$ cat src/hw/rtl/subtractive_random_generator_macros.svh
// Assertion macros shared by the subtractive random generator RTL.
// Depends on nothing; included by files that carry concurrent checks.
`ifndef SUBTRACTIVE_RANDOM_GENERATOR_MACROS_SVH
`define SUBTRACTIVE_RANDOM_GENERATOR_MACROS_SVH

// Same-cycle implication, disabled during reset
`define SRG_ASSERT_IMP(label, clk, rst_n, ante, cons, msg) \
	label: assert property (@(posedge clk) disable iff (!rst_n) (ante) |-> (cons)) \
		else $error(msg);

// Next-cycle implication, disabled during reset
`define SRG_ASSERT_NXT(label, clk, rst_n, ante, cons, msg) \
	label: assert property (@(posedge clk) disable iff (!rst_n) (ante) |=> (cons)) \
		else $error(msg);

`endif

$ cat src/hw/rtl/srg_pkg.sv
// Shared types, constants and arithmetic for the subtractive random generator.
// Depends on nothing; imported by srg_cell, srg_seq and the top level.
package srg_pkg;

	localparam int VALUE_W   = 30;
	localparam int SEED_W    = 28;
	localparam int TABLE_LEN = 55;
	localparam int SCATTER   = 21;
	localparam int TRAIL_TAP = 31;

	// Seeding lengths: scatter fill plus one alignment step, then four warm-up passes
	localparam int SCAT_CYCLES = TABLE_LEN + 1;
	localparam int WARM_CYCLES = 4 * TABLE_LEN;
	localparam int CNT_W       = $clog2(WARM_CYCLES);

	localparam logic [VALUE_W:0]  MODULUS   = (VALUE_W + 1)'(1000000000);
	localparam logic [SEED_W-1:0] SEED_BASE = SEED_W'(161803398);

	// Ring control carried from the sequencer to the cells
	typedef struct packed {
		logic shift; // rotate by one, difference enters at the tail
		logic jump;  // rotate by the scatter stride
		logic ins;   // tail takes the generator value during a jump
		logic emit;  // load the output register with the difference
	} ring_ctrl_t;

	// (a - b) modulo 1e9 for a and b below 1e9
	function automatic logic [VALUE_W-1:0] sub_mod(input logic [VALUE_W-1:0] a,
		input logic [VALUE_W-1:0] b);
		logic [VALUE_W:0] d;
		d = {1'b0, a} - {1'b0, b};
		if (d[VALUE_W]) begin
			d = d + MODULUS;
		end
		return d[VALUE_W-1:0];
	endfunction

endpackage

$ cat src/hw/rtl/srg_cell.sv
// One entry of the lag ring: holds a value and takes it from a neighbor.
// Depends on srg_pkg.
module srg_cell (
	input  logic                       clk,
	input  srg_pkg::ring_ctrl_t        ctrl,
	input  logic [srg_pkg::VALUE_W-1:0] next_in,
	input  logic [srg_pkg::VALUE_W-1:0] jump_in,
	output logic [srg_pkg::VALUE_W-1:0] data
);
	import srg_pkg::*;

	logic [VALUE_W-1:0] data_q;

	// Advance by one or by the scatter stride, else hold
	always_ff @(posedge clk) begin
		if (ctrl.shift) begin
			data_q <= next_in;
		end else if (ctrl.jump) begin
			data_q <= jump_in;
		end
	end

	assign data = data_q;

endmodule

$ cat src/hw/rtl/srg_seq.sv
// Sequencer: handshake, seeding schedule and seed sequence generator.
// Depends on srg_pkg and subtractive_random_generator_macros.svh.
`include "subtractive_random_generator_macros.svh"
module srg_seq (
	input  logic                        clk,
	input  logic                        arst_n,
	input  logic                        in_valid,
	output logic                        in_ready,
	input  logic                        mode,
	input  logic [srg_pkg::SEED_W-1:0]  seed,
	output logic                        out_valid,
	input  logic                        out_ready,
	output srg_pkg::ring_ctrl_t         ctrl,
	output logic [srg_pkg::VALUE_W-1:0] ins_value
);
	import srg_pkg::*;

	localparam logic [1:0] ST_IDLE = 2'd0;
	localparam logic [1:0] ST_SCAT = 2'd1;
	localparam logic [1:0] ST_WARM = 2'd2;
	localparam logic [1:0] ST_DRAW = 2'd3;

	localparam logic [CNT_W-1:0] SCAT_LAST = CNT_W'(SCAT_CYCLES - 1);
	localparam logic [CNT_W-1:0] WARM_LAST = CNT_W'(WARM_CYCLES - 1);

	logic [1:0]         state_q;
	logic [CNT_W-1:0]   cnt_q;
	logic               seeded_q;
	logic               out_valid_q;
	logic [VALUE_W-1:0] gen_p_q;
	logic [VALUE_W-1:0] gen_n_q;
	logic [SEED_W-1:0]  seed_sat;
	logic               can_emit;
	logic               accept;
	logic               reseed_now;

	// Output register free this cycle
	assign can_emit   = !out_valid_q || out_ready;
	assign in_ready   = (state_q == ST_IDLE) && can_emit;
	assign accept     = in_valid && in_ready;
	assign reseed_now = accept && (mode || !seeded_q);
	assign seed_sat   = (seed > SEED_BASE) ? SEED_BASE : seed;

	// Decode ring control from the state
	always_comb begin
		ctrl = '0;
		unique case (state_q)
			ST_IDLE: begin
				ctrl.shift = accept && !reseed_now;
				ctrl.emit  = accept && !reseed_now;
			end
			ST_SCAT: begin
				ctrl.jump = 1'b1;
				ctrl.ins  = (cnt_q != SCAT_LAST);
			end
			ST_WARM: begin
				ctrl.shift = 1'b1;
			end
			ST_DRAW: begin
				ctrl.shift = can_emit;
				ctrl.emit  = can_emit;
			end
			default: ctrl = '0;
		endcase
	end

	// Advance the state, step counter and seeded flag
	always_ff @(posedge clk or negedge arst_n) begin
		if (!arst_n) begin
			state_q  <= ST_IDLE;
			cnt_q    <= '0;
			seeded_q <= 1'b0;
		end else begin
			unique case (state_q)
				ST_IDLE: begin
					if (reseed_now) begin
						state_q <= ST_SCAT;
						cnt_q   <= '0;
					end
				end
				ST_SCAT: begin
					if (cnt_q == SCAT_LAST) begin
						state_q <= ST_WARM;
						cnt_q   <= '0;
					end else begin
						cnt_q <= cnt_q + 1'b1;
					end
				end
				ST_WARM: begin
					if (cnt_q == WARM_LAST) begin
						state_q  <= ST_DRAW;
						seeded_q <= 1'b1;
					end else begin
						cnt_q <= cnt_q + 1'b1;
					end
				end
				ST_DRAW: begin
					if (can_emit) begin
						state_q <= ST_IDLE;
					end
				end
				default: state_q <= ST_IDLE;
			endcase
		end
	end

	// Hold a result until the consumer takes the transaction
	always_ff @(posedge clk or negedge arst_n) begin
		if (!arst_n) begin
			out_valid_q <= 1'b0;
		end else if (ctrl.emit) begin
			out_valid_q <= 1'b1;
		end else if (out_ready) begin
			out_valid_q <= 1'b0;
		end
	end

	// Seed sequence: a0 = base - min(seed, base), a1 = 1, a(k+1) = a(k-1) - a(k)
	always_ff @(posedge clk) begin
		if (reseed_now) begin
			gen_p_q <= VALUE_W'(SEED_BASE - seed_sat);
			gen_n_q <= VALUE_W'(1);
		end else if (ctrl.ins) begin
			gen_p_q <= gen_n_q;
			gen_n_q <= sub_mod(gen_p_q, gen_n_q);
		end
	end

	assign ins_value = gen_p_q;
	assign out_valid = out_valid_q;

	`SRG_ASSERT_IMP(a_no_overwrite, clk, arst_n, ctrl.emit, !out_valid_q || out_ready,
		"result register overwritten while full")
	`SRG_ASSERT_NXT(a_reseed_starts, clk, arst_n, reseed_now, state_q == ST_SCAT,
		"reseed did not start the scatter fill")
	`SRG_ASSERT_NXT(a_warm_done, clk, arst_n, (state_q == ST_WARM) && (cnt_q == WARM_LAST),
		seeded_q && (state_q == ST_DRAW), "warm-up end did not mark the table seeded")
	`SRG_ASSERT_IMP(a_ins_in_scatter, clk, arst_n, ctrl.ins, ctrl.jump && !ctrl.shift,
		"seed value inserted outside the scatter fill")

endmodule

$ cat src/hw/rtl/subtractive_random_generator.sv
// Subtractive lagged generator, modulus 1e9, 55-entry ring of cells.
// A draw on a seeded table is registered and shows its result in the cycle after acceptance.
// A reseed (mode 1, or the first item after reset) runs 56 scatter-fill steps,
// 220 warm-up steps and the draw, each one rotation of the cell ring.
// Throughput: one draw per cycle outside reseeds while the consumer takes results.
// Reset clears control and the seeded flag; ring contents stay undefined until seeded.
module subtractive_random_generator (
	input  logic                        clk,
	input  logic                        arst_n,
	input  logic                        in_valid,
	output logic                        in_ready,
	input  logic                        mode,
	input  logic [srg_pkg::SEED_W-1:0]  seed,
	output logic                        out_valid,
	input  logic                        out_ready,
	output logic [srg_pkg::VALUE_W-1:0] value
);
	import srg_pkg::*;

	ring_ctrl_t         ctrl;
	logic [VALUE_W-1:0] ins_value;
	logic [VALUE_W-1:0] ring [TABLE_LEN];
	logic [VALUE_W-1:0] diff;
	logic [VALUE_W-1:0] tail_jump;
	logic [VALUE_W-1:0] value_q;

	srg_seq u_seq (
		.clk       (clk),
		.arst_n    (arst_n),
		.in_valid  (in_valid),
		.in_ready  (in_ready),
		.mode      (mode),
		.seed      (seed),
		.out_valid (out_valid),
		.out_ready (out_ready),
		.ctrl      (ctrl),
		.ins_value (ins_value)
	);

	// Head holds the lead entry, the trail entry sits at a fixed tap
	assign diff = sub_mod(ring[0], ring[TRAIL_TAP]);

	// Tail takes the seed value while filling, else closes the scatter cycle
	assign tail_jump = ctrl.ins ? ins_value : ring[SCATTER - 1];

	for (genvar k = 0; k < TABLE_LEN; k++) begin : g_cell
		if (k == TABLE_LEN - 1) begin : g_tail
			srg_cell u_cell (
				.clk     (clk),
				.ctrl    (ctrl),
				.next_in (diff),
				.jump_in (tail_jump),
				.data    (ring[k])
			);
		end else begin : g_body
			localparam int JMP = (k + SCATTER) % TABLE_LEN;
			srg_cell u_cell (
				.clk     (clk),
				.ctrl    (ctrl),
				.next_in (ring[k + 1]),
				.jump_in (ring[JMP]),
				.data    (ring[k])
			);
		end
	end

	// Capture the drawn value
	always_ff @(posedge clk) begin
		if (ctrl.emit) begin
			value_q <= diff;
		end
	end

	assign value = value_q;

endmodule
$ cat config.mk
export PLATFORM = sky130hd
export DESIGN_NAME = subtractive_random_generator
export DESIGN_NICKNAME = d
export VERILOG_FILES = /design/src/hw/rtl/srg_pkg.sv /design/src/hw/rtl/srg_cell.sv /design/src/hw/rtl/srg_seq.sv /design/src/hw/rtl/subtractive_random_generator.sv
export VERILOG_INCLUDE_DIRS = /design/src /design/src/hw/rtl
export SDC_FILE = /design/constraint.sdc
export NUM_CORES = 2
export LEC_CHECK = 0
export BUFFER_PORTS_ARGS = -buffer_cell sky130_fd_sc_hd__buf_2
export CAP_MARGIN = 30
export CORE_ASPECT_RATIO = 0.6
export CORE_MARGIN = 4
export CORE_UTILIZATION = 30
export DETAILED_ROUTE_END_ITERATION = 7
export REMOVE_ABC_BUFFERS = 1
export SLEW_MARGIN = 15
export SYNTH_ARGS = -nofsm -noshare
export SYNTH_HDL_FRONTEND = slang
export SYNTH_HIERARCHICAL = 1
export SYNTH_SLANG_ARGS = --single-unit
export TNS_END_PERCENT = 10
$ cat constraint.sdc
create_clock -name clk -period 39.2 [get_ports clk]
set_input_delay 7.84 -clock clk [delete_from_list [all_inputs] [get_ports clk]]
set_output_delay 7.84 -clock clk [all_outputs]
set_load 0.01 [all_outputs]
==> results.cfg <==
[worst_setup_path]
cp_top_family = simple AND/OR/NAND/NOR gates
crit_top_cell = buf_2
required_ps = 31360
cp_slowest_cell = nand2b_1
end_kind = output port
crit_buf_inv = 2
path_cells = buf_2 -> nand2b_1 -> and2_1 -> buf_2
crit_path_start_kind = input pin
crit_type = input pin to output port
arrival_ps = 8470
max_stage_delay_ps = 210
path_max_fanout = 6

[grt]
grt_remaining_overflow = 0
grt_pass1_wl_um = 339200
grt_max_degree = 213
grt_pass1_vias = 41673
grt_antenna_before_repair = 18
grt_use_total = 0.1748

[sta]
setup_violations = 0
finalClockSkew_ps = 44.27
fmax_ghz = 0.06131
max_slew_margin = 0.1800
worst_pin_slew_ps = 1230
maxSlewViolCount = 0
period_share = 0.4161
fin_tns_setup_ps = 0
fin_crit_ps = 16310
finalHoldViolations = 0
rsz0062_at_grt = false

[placement]
port-buffer-count = 64
dp_hpwl_um = 152900
postPlaceCellArea_um2 = 84200
gp_congestion = 0.8976

[run_status]
status = complete, no violations

[floorplan]
die_x_um = 675.7
die_area_um2 = 276100
die_y_um = 408.6
ios = 65
design.core.area_um2 = 265100
rows = 146
initial_core_util = 0.3028

[clocking]
cts_root_buffer = clkbuf_16
htree_num_levels = 4
cts_hold_buf = 0
cts_tree = done
post_cts_buffers = 0
cts.clk_slew.worst_paths_ps = 70
cts_buffers = 161
clk_latency_ps = 840
clock_path_buffers = 4
post_cts_resized = 0
cts.sinks = 1752

[finish]
final_common_cell = edfxtp_1
stdcell_area_um2 = 89470
drive_gt1_frac = 0.4434
nNetsFinal = 4933
area_growth_pct = 11.49
layout_common_cells = edfxtp_1 (1710), mux2_2 (1680), clkbuf_16 (165), nand2_1 (120), nor2_1 (93)

[job]
maxCapViolations = 0

[yosys]
synth_edf_count = 1710
yosysUniqueCellTypes = 108
syn_area_um2 = 80250
synth_ff_type = edfxtp_1
avgSynthCellArea_um2 = 17.04
ys_ff_latch = 1752
synth-seq-area-share = 0.6511
syn_inst = 4710
async_flop_share = 0.006849
ys.warnings.count = 6

[routing]
wirelength_um = 250800
drtIter0Drc = 6059
via_count = 44747
wl_per_cell_um = 29.50
ant_nets = 0
wl_met2_um = 99800
top_layer_used = met5
dr_wl_met3_um = 27160
drt-vias-per-instance = 5.263
drc = 0
wl_met1_um = 118500
drt-pass1-iter-count = 6

[worst_hold_path]
hold_path_class = flop to flop
==> stage by stage <==
step                      hold slack (ps)    util  std cells  setup WS, ps
after floorplan                     431.9       -       4503        -57510
after global placement              440.0  0.3156       8187         22910
after detailed placement            444.4  0.3177       8209         22900
after CTS                           453.6  0.3366       8489         22900
after global routing                484.4  0.3375       8498         22850
final                               453.2  0.3375       8502         22890
==> layer usage <==
layer,GRT usage,vias up
met5,0,-
met2,0.2346,2355
met3,0.04812,298
li1,-,18613
met1,0.2749,23477
met4,0.03680,4
==> synthesized netlist by cell type (all sizes together), types with 17 or more instances <==
master	n	area share
nor3	25	0.0017
clkbuf	24	0.0011
mux2	1681	0.24
buf	183	0.024
nand3	29	0.0018
ha	69	0.011
a21o	20	0.0020
inv	81	0.0038
nand2	123	0.0058
or2	61	0.0048
o21ai	97	0.0064
a21oi	107	0.0075
nand2b	21	0.0016
edfxtp	1710	0.64
and2	18	0.0014
o211ai	17	0.0017
a211oi	28	0.0030
dfxtp	30	0.0075
xor2	37	0.0041
nor2	95	0.0046
xnor2	53	0.0058
==> final timing paths <==
kind | depth (start not counted) | end | slack (ps) | from
max in group asynchronous | 1 | u_seq/cnt_q[6] | 32040 | arst_n
min in group asynchronous | 1 | u_seq/seeded_q | 6890 | arst_n
max reg2reg | 13 | g_cell[9].g_body.u_cell/data[0] | 32750 | u_seq/state_q[1]
min reg2reg | 2 | u_seq/gen_n_q[6] | 450 | u_seq/gen_n_q[6]
max | 4 | in_ready | 22890 | out_ready
min | 2 | u_seq/gen_n_q[6] | 450 | u_seq/gen_n_q[6]
==> cell type report <==
type / count / area, um^2
fillers: 25138 / 175600
inverters: 82 / 309.0
flip-flops and latches: 1752 / 52250
multi-input cells: 2669 / 25800
diodes: 4 / 10.01
clock inverters: 88 / 783.3
clock buffers: 192 / 4230
well taps: 3552 / 4444
repair buffers: 163 / 1642
==> worst register-to-register path, stage by stage, from the launching register on <==
cell	delay, ps
dfrtp_1	420
inv_1	120
ha_1	310
nand2_1	120
nor2_1	150
o21ai_0	290
a21oi_4	280
buf_12	640
buf_4	1040
buf_4	690
buf_4	480
buf_16	300
buf_4	840
mux2_2	500
==> kinds of logic (layout without fill, tap and decap cells) <==
logic type      after synthesis  after routing  share of synthesized area
other cells                   0              4                          0
simple gates                440            440                    0.02842
mux                        1682           1682                     0.2360
flops                      1752           1752                     0.6511
xor+xnor                     90             90                   0.009916
fa+ha+maj                    71             71                    0.01126
buf+inv                     289            525                    0.02942
compound gates              386            386                    0.03387
==> sequential cells by signal, indices dropped and copies added, names as in the netlist <==
| register | flops |
|---|---|
| u_seq/seeded_q | 1 |
| value | 30 |
| u_seq/out_valid | 1 |
| u_seq/gen_n_q | 30 |
| g_cell.g_tail.u_cell/data | 30 |
| u_seq/ins_value | 30 |
| u_seq/cnt_q | 8 |
| u_seq/state_q | 2 |
| g_cell.g_body.u_cell/data | 1620 |
Power is left out: the tool's default activity adds up to more than one toggle a clock period on the data nets, which glitch-free logic cannot reach.
